==> config.mk <==
export PLATFORM = sky130hd
export DESIGN_NAME = framed_file_upload_receiver_top
export DESIGN_NICKNAME = d
export VERILOG_FILES = /design/src/hw/rtl/ffur_pkg.sv /design/src/hw/rtl/ffur_front.sv /design/src/hw/rtl/ffur_queue.sv /design/src/hw/rtl/ffur_back.sv /design/src/hw/rtl/framed_file_upload_receiver_top.sv
export SDC_FILE = /design/constraint.sdc
export NUM_CORES = 1
export LEC_CHECK = 0
export ABC_AREA = 1
export BUFFER_PORTS_ARGS = -buffer_cell sky130_fd_sc_hd__buf_2
export CAP_MARGIN = 20
export CORE_MARGIN = 2
export CORE_UTILIZATION = 45
export CTS_CLUSTER_SIZE = 20
export DETAILED_ROUTE_END_ITERATION = 8
export HOLD_SLACK_MARGIN = 0.1
export PLACE_DENSITY = 0.65
export SLEW_MARGIN = 20
export SYNTH_ARGS = -nofsm -noshare
export SYNTH_HDL_FRONTEND = slang
export SYNTH_SLANG_ARGS = --single-unit
==> constraint.sdc <==
create_clock -name i_clk -period 2.87 [get_ports i_clk]
set_input_delay 0.574 -clock i_clk [delete_from_list [all_inputs] [get_ports i_clk]]
set_output_delay 0.574 -clock i_clk [all_outputs]
set_load 0.01 [all_outputs]
==> src/hw/rtl/ffur_pkg.sv <==
// shared constants, codes and command type of the framed file upload receiver
package ffur_pkg;

    localparam int C_STORE_DEPTH = 64;
    localparam int C_ADDR_W      = $clog2(C_STORE_DEPTH);
    localparam int C_PLEN_W      = 6;
    localparam int C_CMP_W       = (C_ADDR_W > C_PLEN_W) ? C_ADDR_W : C_PLEN_W;

    localparam logic [C_PLEN_W-1:0] C_PLEN_RESET = 6'd32;

    localparam int C_Q_DEPTH = 4;
    localparam int C_Q_PTR_W = $clog2(C_Q_DEPTH);
    localparam int C_Q_CNT_W = $clog2(C_Q_DEPTH + 1);

    // link control bytes
    localparam logic [7:0] C_SOH = 8'h01;
    localparam logic [7:0] C_EOT = 8'h04;
    localparam logic [7:0] C_ENQ = 8'h05;
    localparam logic [7:0] C_ACK = 8'h06;
    localparam logic [7:0] C_NAK = 8'h15;
    localparam logic [7:0] C_LF  = 8'h0A;

    localparam logic [2:0] C_MODE_WAITING = 3'd0;
    localparam logic [2:0] C_MODE_NAME    = 3'd1;
    localparam logic [2:0] C_MODE_DATA    = 3'd2;
    localparam logic [2:0] C_MODE_DONE    = 3'd3;
    localparam logic [2:0] C_MODE_FAILED  = 3'd4;

    localparam logic [2:0] C_KIND_STATUS = 3'd0;
    localparam logic [2:0] C_KIND_REPLY  = 3'd1;
    localparam logic [2:0] C_KIND_NAME   = 3'd2;
    localparam logic [2:0] C_KIND_DATA   = 3'd3;
    localparam logic [2:0] C_KIND_OPEN   = 3'd4;
    localparam logic [2:0] C_KIND_CLOSE  = 3'd5;

    typedef logic [1:0] t_op;
    localparam t_op C_OP_SINGLE = 2'd0;
    localparam t_op C_OP_STORE  = 2'd1;
    localparam t_op C_OP_DRAIN  = 2'd2;

    typedef struct packed {
        t_op                 op;
        logic [2:0]          kind;
        logic [7:0]          data;
        logic [C_ADDR_W-1:0] addr;
        logic [C_ADDR_W-1:0] count;
        logic                ack_first;
        logic                open_after;
        logic [2:0]          mode;
    } t_cmd;

endpackage

==> src/hw/rtl/ffur_front.sv <==
// front end: accepts received bytes, tracks mode and fill count, issues commands
module ffur_front import ffur_pkg::*; (
    input  logic                i_clk,
    input  logic                i_rst_n,
    input  logic                i_in_valid,
    output logic                o_in_ready,
    input  logic [7:0]          i_rx_byte,
    input  logic                i_cfg_valid,
    output logic                o_cfg_ready,
    input  logic [C_PLEN_W-1:0] i_cfg_packet_length,
    output logic                o_push,
    output t_cmd                o_cmd,
    input  logic                i_q_full
);

    logic [2:0]          r_mode, n_mode;
    logic [C_ADDR_W-1:0] r_fill, n_fill;
    logic [C_PLEN_W-1:0] r_plen;
    logic                w_accept;
    logic                w_match;
    logic                w_store;
    t_cmd                w_cmd;

    assign o_in_ready  = !i_q_full;
    assign o_cfg_ready = 1'b1;
    assign w_accept    = i_in_valid && o_in_ready;
    assign o_push      = w_accept;
    assign o_cmd       = w_cmd;
    assign w_match     = C_CMP_W'(r_fill) == C_CMP_W'(r_plen);

    always_comb begin
        n_mode           = r_mode;
        n_fill           = r_fill;
        w_store          = 1'b0;
        w_cmd.op         = C_OP_SINGLE;
        w_cmd.kind       = C_KIND_STATUS;
        w_cmd.data       = 8'h00;
        w_cmd.addr       = r_fill;
        w_cmd.count      = r_fill;
        w_cmd.ack_first  = 1'b0;
        w_cmd.open_after = 1'b0;
        if (i_rx_byte == C_SOH) begin
            n_mode = C_MODE_NAME;
            n_fill = '0;
        end else if (i_rx_byte == C_EOT) begin
            n_mode     = C_MODE_DONE;
            w_cmd.kind = C_KIND_CLOSE;
        end else if (i_rx_byte == C_ENQ && r_mode == C_MODE_DATA) begin
            if (w_match) begin
                w_cmd.op        = C_OP_DRAIN;
                w_cmd.kind      = C_KIND_DATA;
                w_cmd.ack_first = 1'b1;
            end else begin
                w_cmd.kind = C_KIND_REPLY;
                w_cmd.data = C_NAK;
            end
            n_fill = '0;
        end else if (i_rx_byte == C_ACK && r_mode == C_MODE_DATA) begin
            // flush; an empty buffer gives a plain status beat
            if (r_fill != '0) begin
                w_cmd.op   = C_OP_DRAIN;
                w_cmd.kind = C_KIND_DATA;
            end
            n_fill = '0;
        end else if (r_mode == C_MODE_NAME) begin
            if (i_rx_byte == C_LF) begin
                w_cmd.op         = C_OP_DRAIN;
                w_cmd.kind       = C_KIND_NAME;
                w_cmd.open_after = 1'b1;
                n_fill           = '0;
                n_mode           = C_MODE_DATA;
            end else begin
                w_store = 1'b1;
            end
        end else if (r_mode == C_MODE_DATA) begin
            w_store = 1'b1;
        end
        if (w_store) begin
            // one slot stays unused: a full buffer drops the byte and fails
            if (r_fill != C_ADDR_W'(C_STORE_DEPTH - 1)) begin
                w_cmd.op   = C_OP_STORE;
                w_cmd.data = i_rx_byte;
                n_fill     = r_fill + C_ADDR_W'(1);
            end else begin
                n_mode = C_MODE_FAILED;
            end
        end
        w_cmd.mode = n_mode;
    end

    always_ff @(posedge i_clk) begin
        if (!i_rst_n) begin
            r_mode <= C_MODE_WAITING;
            r_fill <= '0;
            r_plen <= C_PLEN_RESET;
        end else begin
            if (w_accept) begin
                r_mode <= n_mode;
                r_fill <= n_fill;
            end
            if (i_cfg_valid) begin
                r_plen <= i_cfg_packet_length;
            end
        end
    end

`ifndef SYNTHESIS
    a_soh_clears: assert property (@(posedge i_clk) disable iff (!i_rst_n)
        (w_accept && i_rx_byte == C_SOH) |=> (r_fill == '0 && r_mode == C_MODE_NAME))
        else $error("start of header did not clear the buffer");
`endif

endmodule

==> src/hw/rtl/ffur_queue.sv <==
// short command queue between the front and the back end
module ffur_queue import ffur_pkg::*; (
    input  logic i_clk,
    input  logic i_rst_n,
    input  logic i_push,
    input  t_cmd i_cmd,
    output logic o_full,
    output logic o_valid,
    output t_cmd o_cmd,
    input  logic i_pop
);

    t_cmd                 r_slot [C_Q_DEPTH];
    logic [C_Q_PTR_W-1:0] r_wr_ptr;
    logic [C_Q_PTR_W-1:0] r_rd_ptr;
    logic [C_Q_CNT_W-1:0] r_count;

    assign o_full  = r_count == C_Q_CNT_W'(C_Q_DEPTH);
    assign o_valid = r_count != '0;
    assign o_cmd   = r_slot[r_rd_ptr];

    always_ff @(posedge i_clk) begin
        if (i_push) begin
            r_slot[r_wr_ptr] <= i_cmd;
        end
    end

    always_ff @(posedge i_clk) begin
        if (!i_rst_n) begin
            r_wr_ptr <= '0;
            r_rd_ptr <= '0;
            r_count  <= '0;
        end else begin
            if (i_push) begin
                r_wr_ptr <= (r_wr_ptr == C_Q_PTR_W'(C_Q_DEPTH - 1)) ? '0
                                                                     : r_wr_ptr + C_Q_PTR_W'(1);
            end
            if (i_pop) begin
                r_rd_ptr <= (r_rd_ptr == C_Q_PTR_W'(C_Q_DEPTH - 1)) ? '0
                                                                     : r_rd_ptr + C_Q_PTR_W'(1);
            end
            if (i_push && !i_pop) begin
                r_count <= r_count + C_Q_CNT_W'(1);
            end else if (!i_push && i_pop) begin
                r_count <= r_count - C_Q_CNT_W'(1);
            end
        end
    end

`ifndef SYNTHESIS
    a_no_overflow: assert property (@(posedge i_clk) disable iff (!i_rst_n)
        (i_push && !i_pop) |-> (r_count != C_Q_CNT_W'(C_Q_DEPTH)))
        else $error("command queue overflow");
`endif

endmodule

==> src/hw/rtl/ffur_back.sv <==
// back end: owns the byte buffer, executes commands and drives the result beats
module ffur_back import ffur_pkg::*; (
    input  logic       i_clk,
    input  logic       i_rst_n,
    input  logic       i_q_valid,
    input  t_cmd       i_q_cmd,
    output logic       o_pop,
    output logic       o_out_valid,
    input  logic       i_out_ready,
    output logic [2:0] o_kind,
    output logic [7:0] o_out_byte,
    output logic       o_last,
    output logic [2:0] o_reader_mode
);

    localparam logic [2:0] S_IDLE     = 3'd0;
    localparam logic [2:0] S_DISPATCH = 3'd1;
    localparam logic [2:0] S_SINGLE   = 3'd2;
    localparam logic [2:0] S_ACK      = 3'd3;
    localparam logic [2:0] S_READ     = 3'd4;
    localparam logic [2:0] S_EMIT     = 3'd5;
    localparam logic [2:0] S_OPEN     = 3'd6;

    logic [2:0]          r_state, n_state;
    t_cmd                r_cmd;
    logic [C_ADDR_W-1:0] r_idx, n_idx;
    logic [7:0]          r_mem [C_STORE_DEPTH];
    logic [7:0]          r_rd_data;
    logic                r_out_valid;
    logic [2:0]          r_kind;
    logic [7:0]          r_byte;
    logic                r_last;
    logic [2:0]          r_mode;
    logic                w_slot;
    logic                w_fin;
    logic                w_we;
    logic                w_emit;
    logic [2:0]          w_kind;
    logic [7:0]          w_byte;
    logic                w_last;

    assign w_slot = !r_out_valid || i_out_ready;
    assign w_fin  = (r_idx + C_ADDR_W'(1)) == r_cmd.count;

    always_comb begin
        n_state = r_state;
        n_idx   = r_idx;
        o_pop   = 1'b0;
        w_we    = 1'b0;
        w_emit  = 1'b0;
        w_kind  = r_cmd.kind;
        w_byte  = 8'h00;
        w_last  = 1'b0;
        case (r_state)
            S_IDLE: begin
                if (i_q_valid) begin
                    o_pop   = 1'b1;
                    n_idx   = '0;
                    n_state = S_DISPATCH;
                end
            end
            S_DISPATCH: begin
                case (r_cmd.op)
                    C_OP_STORE: begin
                        w_we    = 1'b1;
                        n_state = S_SINGLE;
                    end
                    C_OP_DRAIN: begin
                        if (r_cmd.ack_first) begin
                            n_state = S_ACK;
                        end else if (r_cmd.count != '0) begin
                            n_state = S_READ;
                        end else begin
                            n_state = S_OPEN;
                        end
                    end
                    default: begin
                        n_state = S_SINGLE;
                    end
                endcase
            end
            S_SINGLE: begin
                if (w_slot) begin
                    w_emit  = 1'b1;
                    w_byte  = (r_cmd.op == C_OP_STORE) ? 8'h00 : r_cmd.data;
                    w_last  = 1'b1;
                    n_state = S_IDLE;
                end
            end
            S_ACK: begin
                if (w_slot) begin
                    w_emit = 1'b1;
                    w_kind = C_KIND_REPLY;
                    w_byte = C_ACK;
                    w_last = (r_cmd.count == '0) && !r_cmd.open_after;
                    if (r_cmd.count != '0) begin
                        n_state = S_READ;
                    end else if (r_cmd.open_after) begin
                        n_state = S_OPEN;
                    end else begin
                        n_state = S_IDLE;
                    end
                end
            end
            S_READ: begin
                // buffer read data lands in r_rd_data
                n_state = S_EMIT;
            end
            S_EMIT: begin
                if (w_slot) begin
                    w_emit = 1'b1;
                    w_byte = r_rd_data;
                    w_last = w_fin && !r_cmd.open_after;
                    if (w_fin) begin
                        n_state = r_cmd.open_after ? S_OPEN : S_IDLE;
                    end else begin
                        n_idx   = r_idx + C_ADDR_W'(1);
                        n_state = S_READ;
                    end
                end
            end
            S_OPEN: begin
                if (w_slot) begin
                    w_emit  = 1'b1;
                    w_kind  = C_KIND_OPEN;
                    w_last  = 1'b1;
                    n_state = S_IDLE;
                end
            end
            default: begin
                n_state = S_IDLE;
            end
        endcase
    end

    always_ff @(posedge i_clk) begin
        if (w_we) begin
            r_mem[r_cmd.addr] <= r_cmd.data;
        end
        r_rd_data <= r_mem[r_idx];
    end

    always_ff @(posedge i_clk) begin
        if (o_pop) begin
            r_cmd <= i_q_cmd;
        end
        if (w_emit) begin
            r_kind <= w_kind;
            r_byte <= w_byte;
            r_last <= w_last;
            r_mode <= r_cmd.mode;
        end
    end

    always_ff @(posedge i_clk) begin
        if (!i_rst_n) begin
            r_state     <= S_IDLE;
            r_idx       <= '0;
            r_out_valid <= 1'b0;
        end else begin
            r_state <= n_state;
            r_idx   <= n_idx;
            if (w_emit) begin
                r_out_valid <= 1'b1;
            end else if (i_out_ready) begin
                r_out_valid <= 1'b0;
            end
        end
    end

    assign o_out_valid   = r_out_valid;
    assign o_kind        = r_kind;
    assign o_out_byte    = r_byte;
    assign o_last        = r_last;
    assign o_reader_mode = r_mode;

`ifndef SYNTHESIS
    a_drain_in_range: assert property (@(posedge i_clk) disable iff (!i_rst_n)
        (r_state == S_EMIT) |-> (r_idx < r_cmd.count))
        else $error("drain index beyond buffered count");
    a_last_ends_cmd: assert property (@(posedge i_clk) disable iff (!i_rst_n)
        (w_emit && w_last) |=> (r_state == S_IDLE))
        else $error("command continued after its last beat");
`endif

endmodule

==> src/hw/rtl/framed_file_upload_receiver_top.sv <==
// top level of the framed file upload receiver
// usage:
//   input channel: one received link byte per beat on i_rx_byte (i_in_valid / o_in_ready)
//   output channel: result beats with o_kind, o_out_byte, o_last and o_reader_mode
//     (o_out_valid / i_out_ready); o_last marks the final beat caused by one input byte
//   config channel: i_cfg_packet_length written on i_cfg_valid, o_cfg_ready is always high;
//     write it only while no byte is in flight
// timing:
//   the front end classifies a byte in the cycle it is accepted and queues one command
//   (four entries); the back end runs one command at a time
//   a byte with a single result passes the queue and the back end states idle, dispatch
//   and single before o_out_valid rises; a name or data flush adds a read and an emit
//   state per buffered byte, set by the registered read of the byte buffer
// reset: synchronous, active low; mode returns to waiting, the buffer count to zero and
//   packet length to 32; buffer contents are not cleared and need no clearing pass
// stalls: when i_out_ready is low the output beat is held, the back end waits and the
//   queue fills; o_in_ready drops only while the queue is full
module framed_file_upload_receiver_top import ffur_pkg::*; (
    input  logic                i_clk,
    input  logic                i_rst_n,
    input  logic                i_in_valid,
    output logic                o_in_ready,
    input  logic [7:0]          i_rx_byte,
    input  logic                i_cfg_valid,
    output logic                o_cfg_ready,
    input  logic [C_PLEN_W-1:0] i_cfg_packet_length,
    output logic                o_out_valid,
    input  logic                i_out_ready,
    output logic [2:0]          o_kind,
    output logic [7:0]          o_out_byte,
    output logic                o_last,
    output logic [2:0]          o_reader_mode
);

    logic w_push;
    logic w_full;
    logic w_q_valid;
    logic w_pop;
    t_cmd w_push_cmd;
    t_cmd w_q_cmd;

    ffur_front u_front (
        .i_clk               (i_clk),
        .i_rst_n             (i_rst_n),
        .i_in_valid          (i_in_valid),
        .o_in_ready          (o_in_ready),
        .i_rx_byte           (i_rx_byte),
        .i_cfg_valid         (i_cfg_valid),
        .o_cfg_ready         (o_cfg_ready),
        .i_cfg_packet_length (i_cfg_packet_length),
        .o_push              (w_push),
        .o_cmd               (w_push_cmd),
        .i_q_full            (w_full)
    );

    ffur_queue u_queue (
        .i_clk   (i_clk),
        .i_rst_n (i_rst_n),
        .i_push  (w_push),
        .i_cmd   (w_push_cmd),
        .o_full  (w_full),
        .o_valid (w_q_valid),
        .o_cmd   (w_q_cmd),
        .i_pop   (w_pop)
    );

    ffur_back u_back (
        .i_clk         (i_clk),
        .i_rst_n       (i_rst_n),
        .i_q_valid     (w_q_valid),
        .i_q_cmd       (w_q_cmd),
        .o_pop         (w_pop),
        .o_out_valid   (o_out_valid),
        .i_out_ready   (i_out_ready),
        .o_kind        (o_kind),
        .o_out_byte    (o_out_byte),
        .o_last        (o_last),
        .o_reader_mode (o_reader_mode)
    );

endmodule

======== Yosys cells after proc, flatten, opt, wreduce, memory -nomap -nowiden ========
Memory sizes are Yosys's and may differ from the RTL's. A register that Yosys moved wholly into a read port is not among the register bits.
Index checks and enable logic that the tools add are counted.
cells by class
  add/subtract/negate cells ............... 6
  $mul .................................... 0
  divide/modulo/power cells ............... 0
  order comparisons ....................... 0
  eq/ne operators ......................... 26
  shifts and indexed selects .............. 0
  muxes and demuxes ....................... 90
  bitwise gates (word level) .............. 0
  reduce and logical (&&, ||, !) cells .... 25
operators by type and width
  cell                                           number
  2-to-1 mux 3 bit                               23
  2-to-1 mux 6 bit                               11
  2-to-1 mux 5 bit                               8
  2-to-1 mux 8 bit                               5
  2-to-1 mux 1 bit                               27
  == test 8 x 3 -> 1 bit, second input constant  3
  one-hot mux 8 bit (3 select lines)             1
  2-to-1 mux 2 bit                               10
  one-hot mux 3 bit (6 select lines)             1
  2-to-1 mux 13 bit                              1
  adder 6 x 1 -> 6 bit, second input constant    2
  == test 3 bit, second input constant           4
  == test 6 bit                                  2
  one-hot mux 6 bit (2 select lines)             1
  nonzero test 6 bit                             2
  == test 3 x 2 -> 1 bit, second input constant  3
  == test 8 x 1 -> 1 bit, second input constant  1
  == test 8 x 4 -> 1 bit, second input constant  1
  != test 2 x 1 -> 1 bit, second input constant  4
  AND reduction 4 bit                            2
  logical AND 1 bit                              7
  == test 2 bit, second input constant           3
  == test 3 x 1 -> 1 bit, second input constant  2
  zero test 6 bit                                1
  other kinds (15)                               22
storage, ports and cells
  register bits after elaboration ......... 47
  bits in latches ......................... 0
  RAM bits ................................ 632
  bits in read-only memories .............. 0
  input bits .............................. 19
  output and inout port bits .............. 18
  word-level logic and storage cells ...... 162
  memories ................................ 2
memories
  name            words  width  rd ports  clocked after Yosys merged registers in  wr ports  line              source
  u_back.r_mem    64     8      1         1                                        1         ffur_back.sv:27   logic [7:0] r_mem [C_STORE_DEPTH];
  u_queue.r_slot  4      30     1         1                                        1         ffur_queue.sv:13  t_cmd r_slot [C_Q_DEPTH];

======== Longest topological paths before layout ========
Gate-level depths: netlist (run 1).
  depth after elaboration ................. 9
  gate-level depth with buffers ........... 14

======== Hierarchy ========
From an unflattened synthesis (run 1), not the netlist that was laid out.
second synthesis, totals
  cells, all modules ...................... 2325
  area total of the unflattened synthesis .. 29129.2 sq um
modules (own cells, without submodules)
  module      instances  cells each  area each (sq um)  sequential area each (sq um)
  ffur_back   1          1768        22870.7            17086.4
  ffur_queue  1          351         4957.3             3783.6
  ffur_front  1          206         1301.2             300.3

======== Worst setup path before layout (run 1) ========
OpenSTA, ideal clock, no wires.
  path kind ............................... register to register
  from .................................... register u_back.r_state[2]
  to ...................................... register u_queue.r_count[1]
  setup time .............................. 0.120 ns
  arrival ................................. 2.823 ns
  required time ........................... 2.750 ns
  slack ................................... -0.073 ns
  stages on the path, launching flop included .. 10
  buffers on the path ..................... 0
  clock period less this slack ............ 2.943 ns
  cell sequence ........................... dfxtp_1 inv_1 nand2_1 nor2_1 inv_1 ha_1 inv_1 fa_1 o21ai_0 a21oi_1
between the ends
  word-level cells in the longest chain between the ends .. 5
  elaborated cells on any way between the ends .. 7
  classes of those cells .................. mux: 2; reduce/logical: 5
RTL lines
  what                                                    line              source
  from (decl)                                             ffur_back.sv:24   logic [2:0] r_state, n_state;
  from (signal assigned)                                  ffur_back.sv:161  r_state <= n_state;
  zero test 3 bit *                                       ffur_back.sv:54   case (r_state)
  2-to-1 mux 1 bit *                                      ffur_back.sv:54
  named net u_back.o_pop                                  ffur_back.sv:7    output logic o_pop,
  zero test 1 bit                                         ffur_queue.sv:42  if (i_push && !i_pop) begin
  logical AND 1 bit                                       ffur_queue.sv:42
  2-to-1 mux 3 bit or nonzero test 2 bit (tied branches)  n/a
  to (signal assigned)                                    ffur_queue.sv:43  r_count <= r_count + C_Q_CNT_W'(1);
  to (signal assigned)                                    ffur_queue.sv:45  r_count <= r_count - C_Q_CNT_W'(1);
  to (decl)                                               ffur_queue.sv:16  logic [C_Q_CNT_W-1:0] r_count;
Mark *: on every way through the listed nets, which the timed path passes. The rest lies on a longest branch.
A chain may end at the register's enable or synchronous reset.

==> results of run 1 <==
metrics by stage:
stage               hold WS, ns  setup slack, ns  std cells  util, %
floorplan                 0.400            0.372       2172        -
global placement          0.423            0.501       2979     48.4
detailed placement        0.431            0.431       2979     48.4
CTS                       0.159            0.529       3104     52.1
global route              0.179            0.366       3104     52.1
finish                    0.193            0.501       3104     52.1
area by class of cell:
class                   count  share of cell area, %
clock buffers              91                   6.07
repair buffers            160                   4.00
multi-input cells        1273                   20.7
flip-flops and latches    687                   64.1
inverters                  77                  0.935
clock inverters            34                   1.14
well taps                 782                   3.10
metal layers:
metal	routed length (um)	up-vias	GRT usage, %
li1	-	8273	-
met1	29400	8938	30.2
met2	32800	728	35.0
met3	4840	129	3.71
met4	2140	0	7.76
met5	0	-	0
cells in the mapped netlist, types with 2 or more instances:
| library cell | n |
|---|---|
| sky130_fd_sc_hd__a21oi_1 | 31 |
| sky130_fd_sc_hd__a221oi_1 | 2 |
| sky130_fd_sc_hd__a32oi_1 | 8 |
| sky130_fd_sc_hd__buf_1 | 3 |
| sky130_fd_sc_hd__buf_2 | 34 |
| sky130_fd_sc_hd__buf_4 | 11 |
| sky130_fd_sc_hd__buf_6 | 4 |
| sky130_fd_sc_hd__clkbuf_1 | 83 |
| sky130_fd_sc_hd__clkinv_1 | 2 |
| sky130_fd_sc_hd__dfxtp_1 | 40 |
| sky130_fd_sc_hd__edfxtp_1 | 647 |
| sky130_fd_sc_hd__ha_1 | 9 |
| sky130_fd_sc_hd__inv_1 | 71 |
| sky130_fd_sc_hd__inv_2 | 4 |
| sky130_fd_sc_hd__nand2_1 | 82 |
| sky130_fd_sc_hd__nand2_2 | 6 |
| sky130_fd_sc_hd__nand3_1 | 96 |
| sky130_fd_sc_hd__nand3_2 | 7 |
| sky130_fd_sc_hd__nand3b_1 | 2 |
| sky130_fd_sc_hd__nand4_1 | 11 |
| sky130_fd_sc_hd__nor2_1 | 441 |
| sky130_fd_sc_hd__nor2_2 | 3 |
| sky130_fd_sc_hd__nor3_1 | 8 |
| sky130_fd_sc_hd__nor4_1 | 3 |
| sky130_fd_sc_hd__o211ai_1 | 70 |
| sky130_fd_sc_hd__o21ai_0 | 326 |
| sky130_fd_sc_hd__o21ai_1 | 5 |
| sky130_fd_sc_hd__o221ai_1 | 60 |
| sky130_fd_sc_hd__o22ai_1 | 80 |
| sky130_fd_sc_hd__xnor2_1 | 3 |
| sky130_fd_sc_hd__xor2_1 | 8 |
power breakdown:
group          switching [W]  internal [W]
clock                0.00376       0.00535
sequential          0.000694        0.0129
combinational        0.00534       0.00190
worst max path at each step:
stage | startpoint | end | slack (ns) | depth (start not counted)
detailed placement | i_rx_byte[6] | u_queue.r_slot[2][19] | 0.43 | 11
finish | u_back.r_idx[1] | u_back.r_rd_data[4] | 0.50 | 8
global route | u_back.r_state[2] | u_back.r_mem[30][3] | 0.37 | 8
global placement | i_rx_byte[6] | u_queue.r_slot[1][19] | 0.50 | 11
CTS | u_back.r_idx[1] | u_back.r_rd_data[4] | 0.53 | 8
floorplan | u_back.r_state[2] | u_queue.r_count[1] | 0.37 | 9
sequential cells by signal, summed over array words and instances, names as in the netlist, 3 cells and up:
register,flops
u_back.r_rd_data,8
u_front.r_fill,6
u_back.r_idx,6
u_back.o_out_byte,8
u_back.o_kind,3
u_front.r_mode,3
u_back.r_mem,512
u_back.r_cmd,24
u_queue.r_count,3
u_front.r_plen,6
u_back.r_state,3
u_back.o_reader_mode,3
u_queue.r_slot,96
cell families after synthesis:
group	after synthesis	synth area share (%)
buffers and inverters	212	3.29
adders and majority gates	10	0.480
AOI/OAI and AO/OA	587	12.7
other	1	0.0136
xor gates and xnor gates	11	0.348
DFF	687	73.2
and+or+nand+nor	664	10.0
worst max-delay path, delay by kind of cell (launching register included):
| family | cells | cell delay, ns |
|---|---|---|
| buffers and inverters | 2 | 0.73 |
| AO/OA/AOI/OAI | 3 | 0.58 |
| AND/OR/NAND/NOR | 3 | 0.39 |
| flip-flops | 1 | 0.60 |
==> impl_results.md, run 1 <==
* Outcome: completed
* Core footprint at 0.0606 mm^2
* Signed area change from the synthesized netlist to the final layout at 14.2%
* Final setup vio count at 0
* Area used by multi-input combinational logic at 0.00652 mm^2
* Tightest Pin Transition at between 0.9 and 1 ns
* Total length of routed wires at 69,200 um
* Hold Crit Start: i_cfg_packet_length[5]
* Most common library cell in the layout ignoring fill and taps: sky130_fd_sc_hd__edfxtp_1
* Fraction of layout cells with a size suffix above 1 at 12.5%
* CTS hold repair buffers at 0
* Detailed-router iteration count before antenna repair at 5
* Number of top-level pins at 37
* Cell types occupying the most area after synthesis: sky130_fd_sc_hd__edfxtp_1, sky130_fd_sc_hd__nor2_1, sky130_fd_sc_hd__o21ai_0
* Max-slew violation count at 0
* Via count of the first global-routing pass at 17,400
* Die Span X at 252 um
* Reg2Reg Setup Slack at 0.50 ns
* Power density of the placed cells at ~950 mW/mm^2
* Peak supply drop at 0.565 mV
* Root buf cell: sky130_fd_sc_hd__clkbuf_16
* Synth warnings at 0
* Endpoint arrival time on the critical path at 2.91 ns
* Number of hold violations in the final report at 0
* Final worst path period need at 2.37 ns
* Worst-skew pair later-pin latency at between 0.6 and 0.7 ns
* Critical path's slowest cell: sky130_fd_sc_hd__dfxtp_4
* Max FO, Critical Path at 38
* Highest-count cells in the layout ignoring fill and taps: sky130_fd_sc_hd__edfxtp_1, sky130_fd_sc_hd__nor2_1, sky130_fd_sc_hd__o21ai_0, sky130_fd_sc_hd__buf_4, sky130_fd_sc_hd__nand3_1
* Number of buffers created by CTS at 71
* Number of H-tree branching levels at 3
* Length in cells of the worst reg-to-reg path at 8
* Row count at 90
* Sum Neg Setup Slack at 0 ns
* CP Cell Sequence: buf_4 > buf_4 > o21ai_0 > o22ai_1 > o211ai_1 > nand3_1 > nand3_1 > nand2_1
* Critical Path Start Type: flop
* Total clock sinks at 687
* Number of buffers inserted to repair setup after CTS at 0
* Overall Global Routing Usage at 21.8%
* Hpwl dp at 42,000 um
* Number of instances on the worst hold path at 3
* Clock tree from TritonCTS: built
* Leakage power total at 10.7 nW
* Post-synth top flop: sky130_fd_sc_hd__edfxtp_1
* Cell area after synthesis at around 0.028 mm^2
* Max Clock Freq at 422 MHz
* Number of port buffers at 35
* Final instance area at 0.0316 mm^2
* Initial antenna violation count at 0
* Pin count of the biggest net entering global routing at 153
* Share of the yosys chip area belonging to registers at 73.2%
* Via density at 5.82
* Clock skew after layout at 0.0326 ns
* Avg Cell Area, Syn at about 13 um^2
* Synth top area share at 70.3%
* Worst min-delay path category: primary input to flop
* Vias at ~18,000
* Initial Utilization at between 40% and 50%
* Worst slew margin relative to its limit at 39.1%
* Routed length per instance at 22.3 um
* Biggest cell delay along the critical path at around 0.6 ns
* Placed cell areas at 0.0293 mm^2
* Cell accounting for the most synthesized area: sky130_fd_sc_hd__edfxtp_1
* Sequential cell area at 0.0202 mm^2
* Type of element capturing the critical path: flop
* Pwr Total at 0.0300 W
* Number of instances in the synthesized netlist at around 2,200
* Number of synthesized register bits at 687
* Antenna Nets Post-Route at 0
* CTS max path bufs at 3
* Post-synth ARST share at 0%
* Capture point of the worst reg-to-reg path: u_back.r_rd_data[4]
* Unrepaired setup endpoints after global routing: false
* Number of nets in the synthesized netlist at approximately 2,200
* Net count, final at approximately 2,300
* Number of remaining DRC errors at 0
* Global route overflow at 0
* DIE AREA at ~0.063 mm^2
* Required time of the critical path at 3.41 ns
* Path type of the worst setup path: flop to flop
* Die Height at 252 um
* Global placer's final weighted congestion at 0.889
* Global-route wire length before repair at 105,000 um
* Clock transition at the registers of the reported paths at ~0.060 ns
* Number of inserted diodes at 0
* Max Cap Viol at 0
* Number of enable flip-flop cells after synthesis at about 650
* Filler cell count in the final layout at 5,051
* Number of different library cells in the post-synthesis netlist at 43
* Hold worst-path end: u_front.r_plen[5]
* Reg-to-reg critical path startpoint: u_back.r_idx[1]
* Initial drt markers at 2,028
* Part of the cycle the worst path needs at 82.5%
* # resized after CTS at 0
Note: power is estimated with default switching activity, not from simulation.
==> run 2, diff against run 1 <==
Settings changed: PLACE_DENSITY 0.65 to 0.63.
Clock period 2.87 ns to 2.3 ns, I/O delays scaled along.
==> run 2 against run 1 <==
  * First-iteration DRC count is 1.5% lower
  * Cell count up 1.2%
  * Combinational power grew 29%
  * Via count grew 1.4%
  * Largest cell class unchanged
==> impl_results.md, run 2 (synthesis gave the netlist of run 1 again) <==
* Hpwl dp at 42,300 um (+0.75%)
* Length in cells of the worst reg-to-reg path at 9 (+1)
* Net count, final at 2,333 (+1.5%)
* Die Span X at 252 um (unchanged)
* Number of inserted diodes at 0 (unchanged)
* Largest registers: u_back.r_mem x512, u_queue.r_slot x96, u_back.r_cmd x24
* Initial Utilization at 45.6% (unchanged)
* Critical Path Start Type: flop
* GRT met1 Usage at 30.4% (+0.16 points)
* Via density at 5.83 (+0.20%)
* Path type of the worst setup path: flop to flop
* Global placer's final weighted congestion at 0.887 (-0.17%)
* Fraction of layout cells with a size suffix above 1 at 14.3% (+1.8 points)
* Required time of the critical path at 2.84 ns (-0.57 ns)
* Endpoint arrival time on the critical path at 2.74 ns (-0.17 ns)
* Most crowded layer after global routing: met2
* Clock skew after layout at 0.0201 ns (-0.0125 ns)
* Number of hold violations in the final report at 0 (unchanged)
* Met2 usage in global routing at 35.5% (+0.49 points)
* Number of top-level pins at 37 (unchanged)
* Max-slew violation count at 0 (unchanged)
* Clock tree from TritonCTS: built
* Antenna Nets Post-Route at 0 (unchanged)
* Global route overflow at 0 (unchanged)
* Count of placed standard cells in the final layout, fillers left out at 3,141 (+1.2%)
* Number of buffers inserted to repair setup after CTS at 0 (unchanged)
* Worst min-delay path category: primary input to flop
* CTS max path bufs at 3 (unchanged)
* Routed length per instance at 22.3 um (+0.21%)
* Die Height at 252 um (unchanged)
* Clock transition at the registers of the reported paths at 0.06 ns (about the same)
* Cell count after placement at 3,006 (+0.91%)
* Reg2Reg Setup Slack at 0.10 ns (-0.40 ns)
* Pin count of the biggest net entering global routing at 121 (-21%)
* Max Cap Viol at 0 (unchanged)
* Max Clock Freq at 455 MHz (+7.7%)
* Via count of the first global-routing pass at 17,600 (+1.3%)
* Type of element capturing the critical path: flop
* Initial antenna violation count at 0 (unchanged)
* Number of buffers created by CTS at 71 (unchanged)
* Global-route wire length before repair at 106,000 um (+1.3%)
* Core footprint at 0.0606 mm^2 (unchanged)
* Max FO, Critical Path at 49 (+29%)
* Number of instances on the worst hold path at 2 (-1)
* Root buf cell: sky130_fd_sc_hd__clkbuf_16
* Detailed-router iteration count before antenna repair at 6 (+1)
* Tightest Pin Transition at 1.10 ns (+0.186 ns)
* Number of remaining DRC errors at 0 (unchanged)
* Power density of the placed cells at 1170 mW/mm^2 (+23%)
* Leakage power total at 10.9 nW (+1.9%)
* Most common library cell in the layout ignoring fill and taps: sky130_fd_sc_hd__edfxtp_1
* Signed area change from the synthesized netlist to the final layout at 15.5%
* Outcome: completed
* Number of flip-flops under the largest register name at 512 (unchanged)
* Initial drt markers at 1,997 (-1.5%)
* GR Layer Usage met3 at 3.39% (-0.32 points)
* Final setup vio count at 0 (unchanged)
* Peak supply drop at 0.771 mV (+37%)
* Number of port buffers at 35 (unchanged)
* Worst slew margin relative to its limit at 26.7% (-12 points)
* Unrepaired setup endpoints after global routing: false
* Number of H-tree branching levels at 3 (unchanged)
* Filler cell count in the final layout at 5,004 (-0.93%)
* DIE AREA at 0.0634 mm^2 (unchanged)
* Fin Hold WS at 0.135 ns (-0.0586 ns)
* Overall Global Routing Usage at 22.1% (+0.25 points)
* Vias at 18,300 (+1.4%)
* Final worst path period need at 2.20 ns (-0.170 ns)
* Total length of routed wires at 70,100 um (+1.4%)
* Row count at 90 (unchanged)
* Post-layout util at 52.7% (+0.62 points)
* Worst-skew pair later-pin latency at 0.61 ns (about the same)
* Register bank with the most flops: u_back.r_mem
* Total clock sinks at 687 (unchanged)
* Part of the cycle the worst path needs at 95.6% (+13 points)
* Highest-count cells in the layout ignoring fill and taps: sky130_fd_sc_hd__edfxtp_1, sky130_fd_sc_hd__nor2_1, sky130_fd_sc_hd__o21ai_0, sky130_fd_sc_hd__buf_4, sky130_fd_sc_hd__nand3_1
## run 2: cell count changes in the layout (fill, tap and decap cells not counted), moves of 2 or more
cell / before / now
sky130_fd_sc_hd__clkbuf_1: 17 / 14
sky130_fd_sc_hd__clkinv_1: 14 / 5
sky130_fd_sc_hd__clkinv_2: 10 / 17
sky130_fd_sc_hd__buf_4: 113 / 136
sky130_fd_sc_hd__clkinvlp_4: 1 / 6
sky130_fd_sc_hd__clkinv_8: 1 / 4
sky130_fd_sc_hd__bufinv_16: 7 / 5
sky130_fd_sc_hd__clkbuf_8: 0 / 3
sky130_fd_sc_hd__buf_12: 12 / 14
sky130_fd_sc_hd__dlygate4sd3_1: 0 / 6
## run 2: critical path, cell delays in order, from the launching register on
cell	delay [ns]
sky130_fd_sc_hd__dfxtp_4	0.43
sky130_fd_sc_hd__inv_6	0.24
sky130_fd_sc_hd__buf_12	0.27
sky130_fd_sc_hd__buf_4	0.19
sky130_fd_sc_hd__o21ai_0	0.07
sky130_fd_sc_hd__o221ai_1	0.25
sky130_fd_sc_hd__o211ai_1	0.25
sky130_fd_sc_hd__nand3_1	0.14
sky130_fd_sc_hd__nand3_1	0.13
sky130_fd_sc_hd__nand2_1	0.10
## run 2: per-stage QoR
step	TNS, ns	power [W]	setup slack (ns)	area [um^2]
after global placement	0	0.0259	0.214	29500
final	0	0.0374	0.102	31900
after global routing	0	0.0390	0.0129	31900
after CTS	0	0.0375	0.165	31900
after detailed placement	0	0.0262	0.107	29500
after floorplan	-8.69	0.0223	-0.0906	27700
## run 2: layer usage
layer	routed length, um	vias up
met5	0	-
met3	5360	146
met2	33200	841
met4	2640	0
li1	-	8350
met1	29000	8983
## run 2: final timing paths
path / to / startpoint
max: u_back.r_rd_data[2] / u_back.r_idx[0]
min: u_front.r_plen[5] / i_rst_n
max reg2reg: u_back.r_rd_data[2] / u_back.r_idx[0]
min reg2reg: u_back.o_reader_mode[2] / u_back.r_cmd[2]
## run 2: cell type report
type                       count  area, um^2  share of cell area [%]
clock buffer                  89        1900                    5.93
clock inverter                39         403                    1.26
inverter                      77         299                   0.936
multi-input combinational   1273        6530                    20.4
sequential                   687       20200                    63.4
tap                          782         978                    3.06
timing repair buffer         194        1600                    5.01
## run 2: what timing repair did
action,4_1_cts,5_1_grt
hold buffers,6,0
endpoints found under the setup margin,0,28
hold endpoints to repair,6,0
gates resized for setup,0,6
## run 2: power by group
group	total [W]	internal [W]	switching, W
logic	0.00937	0.00253	0.00684
clock network	0.0113	0.00649	0.00484
registers	0.0167	0.0161	0.000623
==> run 3, diff against run 2 <==
Settings changed: CORE_UTILIZATION 45 to 50, PLACE_DENSITY 0.63 to 0.71.
Clock period 2.3 ns to 2 ns, I/O delays scaled along.
==> run 3 against run 2 <==
  * Die area shrank 9.8%
  * Utilization is 6.6 points higher
  * First-iteration DRC count rose by 12%
  * Routed wire length rose by 0.75%
  * Maximum frequency is 12% higher
  * Sequential power rose by 16%
  * Clock skew is 0.012 ns higher
  * Largest cell class unchanged
==> impl_results.md, run 3 (synthesis gave the netlist of run 1 again) <==
* Outcome: completed
* Fraction of layout cells with a size suffix above 1 at 16.3% (+2.0 points)
* Global route overflow at 0 (unchanged)
* Hpwl dp at 42,000 um (-0.56%)
* Final worst path period need at 1.96 ns (-0.239 ns)
* Worst-skew pair later-pin latency at 0.62 ns (about the same)
* Initial drt markers at 2,246 (+12%)
* Global placer's final weighted congestion at 0.894 (+0.72%)
* Highest-count cells in the layout ignoring fill and taps: sky130_fd_sc_hd__edfxtp_1, sky130_fd_sc_hd__nor2_1, sky130_fd_sc_hd__o21ai_0, sky130_fd_sc_hd__buf_4, sky130_fd_sc_hd__nand3_1
* Number of instances on the worst hold path at 3 (+1)
* Reg-to-reg critical path startpoint: u_back.r_idx[0]
* Leakage power total at 11.2 nW (+3.1%)
* Row count at 86 (-4.4%)
* DIE AREA at 0.0572 mm^2 (-9.8%)
* Root buf cell: sky130_fd_sc_hd__clkbuf_16
* Sequential cell area at 0.0202 mm^2 (about the same)
* Total clock sinks at 687 (unchanged)
* GRT met1 Usage at 32.1% (+1.7 points)
* Most crowded layer after global routing: met2
* Via count of the first global-routing pass at 18,000 (+2.2%)
* Part of the cycle the worst path needs at 98.0% (+2.4 points)
* Signed area change from the synthesized netlist to the final layout at 17.8%
* Max-slew violation count at 0 (unchanged)
* Overall Global Routing Usage at 24.3% (+2.2 points)
* Biggest cell delay along the critical path at 0.44 ns (about the same)
* Number of flip-flops under the largest register name at 512 (unchanged)
* Most common library cell in the layout ignoring fill and taps: sky130_fd_sc_hd__edfxtp_1
* Met2 usage in global routing at 40.3% (+4.9 points)
* Power density of the placed cells at 1350 mW/mm^2 (+15%)
* Detailed-router iteration count before antenna repair at 6 (unchanged)
* Cell family with the largest share of critical-path delay: compound AO/OA/AOI/OAI gates
* CTS max path bufs at 3 (unchanged)
* Die Height at 239 um (-5.1%)
* Peak supply drop at 0.932 mV (+21%)
* Number of H-tree branching levels at 3 (unchanged)
* Critical path's slowest cell: sky130_fd_sc_hd__dfxtp_4
* Vias at 18,700 (+2.1%)
* Number of port buffers at 35 (unchanged)
* Reg2Reg Setup Slack at 0.04 ns (-0.06 ns)
* Path type of the worst setup path: flop to flop
* Worst min-delay path category: primary input to flop
* Clock transition at the registers of the reported paths at 0.06 ns (about the same)
* Tightest Pin Transition at 0.783 ns (-0.317 ns)
* Capture point of the worst reg-to-reg path: u_back.r_rd_data[1]
* Final setup vio count at 0 (unchanged)
* Area used by multi-input combinational logic at 0.00662 mm^2 (+1.4%)
* Die Span X at 239 um (-5.1%)
* Pin count of the biggest net entering global routing at 72 (-40%)
* Count of buffer and inverter cells on the critical path at 2 (-1)
* Max Cap Viol at 0 (unchanged)
* Number of top-level pins at 37 (unchanged)
* Clock tree from TritonCTS: built
* Core footprint at 0.0549 mm^2 (-9.4%)
* Unrepaired setup endpoints after global routing: true
* Number of inserted diodes at 0 (unchanged)
* Endpoint arrival time on the critical path at 2.47 ns (-0.27 ns)
* Initial antenna violation count at 0 (unchanged)
* Post-layout util at 59.4% (+6.6 points)
* Clock skew after layout at 0.0317 ns (+0.0116 ns)
* Worst slew margin relative to its limit at 47.8% (+21 points)
* CP Cell Sequence: inv_6 > buf_16 > o21ai_0 > o22ai_1 > o211ai_1 > nand3_1 > nand3_1 > nand2_1
* Antenna Nets Post-Route at 0 (unchanged)
* Worst setup slack before clock tree synthesis at -0.0356 ns (-0.142 ns)
* Net count, final at 2,382 (+2.1%)
* Length in cells of the worst reg-to-reg path at 8 (-1)
* Hold Crit Start: i_cfg_valid
* Global-route wire length before repair at 106,000 um (-0.40%)
* Max Clock Freq at 510 MHz (+12%)
* Register bank with the most flops: u_back.r_mem
* Via density at 6.01 (+3.1%)
* Cell with the most instances on the worst path: sky130_fd_sc_hd__nand3_1
* Minimum setup slack in the final design at 0.0404 ns (-0.0612 ns)
* Filler cell count in the final layout at 4,116 (-18%)
* Routed length per instance at 22.7 um (+1.7%)
* Type of element capturing the critical path: flop
* Required time of the critical path at 2.51 ns (-0.33 ns)
* Number of buffers created by CTS at 71 (unchanged)
* Number of hold violations in the final report at 0 (unchanged)
* Number of remaining DRC errors at 0 (unchanged)
* Hold worst-path end: u_front.r_plen[1]
* Largest registers: u_back.r_mem x512, u_queue.r_slot x96, u_back.r_cmd x24
* Initial Utilization at 50.4% (+4.7 points)
* GR Layer Usage met3 at 4.54% (+1.1 points)
* Critical Path Start Type: flop
* Max FO, Critical Path at 35 (-29%)
* Total length of routed wires at 70,700 um (+0.75%)
[run 3: changes by cell type in the layout (fill, tap and decap cells not counted), sizes merged]
| cell | before | now |
|---|---|---|
| nand2 | 88 | 89 |
| buf | 187 | 228 |
| clkinv | 28 | 24 |
| bufinv | 5 | 7 |
| clkbuf | 90 | 102 |
| dlygate4sd3 | 6 | 7 |
| clkinvlp | 6 | 1 |
[run 3: area by class of cell]
cell class,count,share of cell area (%)
Tap cell,704,2.70
Inverter,77,0.907
Clock buffer,95,5.99
Clock inverter,32,1.06
Timing Repair Buffer,242,6.85
Multi-Input combinational cell,1274,20.3
Sequential cell,687,62.2
[run 3: repair_timing]
action,4_1_cts,5_1_grt
pin swaps,0,9
setup endpoints to repair,5,90
hold endpoints to repair,6,0
setup buffers,0,6
gates cloned,0,7
hold buffers,7,0
gates resized for setup,5,38
[run 3: where the power goes]
part / switching, W / internal, W
Clock: 0.00535 / 0.00776
Sequential: 0.000835 / 0.0185
Combinational: 0.00790 / 0.00352
Total: 0.0141 / 0.0298
[run 3: routing by layer]
metal / routed length [um] / share of wire, % / up-vias
met5: 0 / 0 / -
met4: 2410 / 3.4 / 0
met3: 5830 / 8.2 / 172
met2: 34500 / 49 / 863
met1: 27900 / 40 / 9218
li1: - / - / 8456
[run 3: worst max path at each step]
stage,cells after the start,start,to
final,8,u_back.r_idx[0],u_back.r_rd_data[1]
after CTS,8,u_back.r_idx[0],u_back.r_rd_data[6]
after detailed placement,9,u_back.r_idx[0],u_back.r_rd_data[6]
after global routing,9,u_back.r_idx[0],u_back.r_rd_data[6]
after global placement,8,u_back.r_idx[1],u_back.r_rd_data[7]
after floorplan,5,u_queue.r_count[1],u_queue.r_slot[0][0]
[run 3: per-stage QoR]
stage	cell area [um^2]	setup TNS (ns)	hold WS, ns	power (W)	cells
after detailed placement	29800	-0.199	0.406	0.0304	2964
final	32600	0	0.158	0.0439	3111
after global placement	29800	-0.0189	0.401	0.0300	2964
after CTS	32200	0	0.123	0.0434	3098
after global routing	32600	-0.204	0.178	0.0456	3111
after floorplan	27700	-37.54	0.400	0.0257	2172
[run 3: worst register-to-register path, cell delays in order (launching register included)]
cell and delay [ns]:
sky130_fd_sc_hd__dfxtp_4 0.44, sky130_fd_sc_hd__inv_6 0.13, sky130_fd_sc_hd__buf_16 0.20, sky130_fd_sc_hd__o21ai_0 0.19, sky130_fd_sc_hd__o22ai_1 0.12, sky130_fd_sc_hd__o211ai_1 0.29
sky130_fd_sc_hd__nand3_1 0.29, sky130_fd_sc_hd__nand3_1 0.17, sky130_fd_sc_hd__nand2_1 0.05
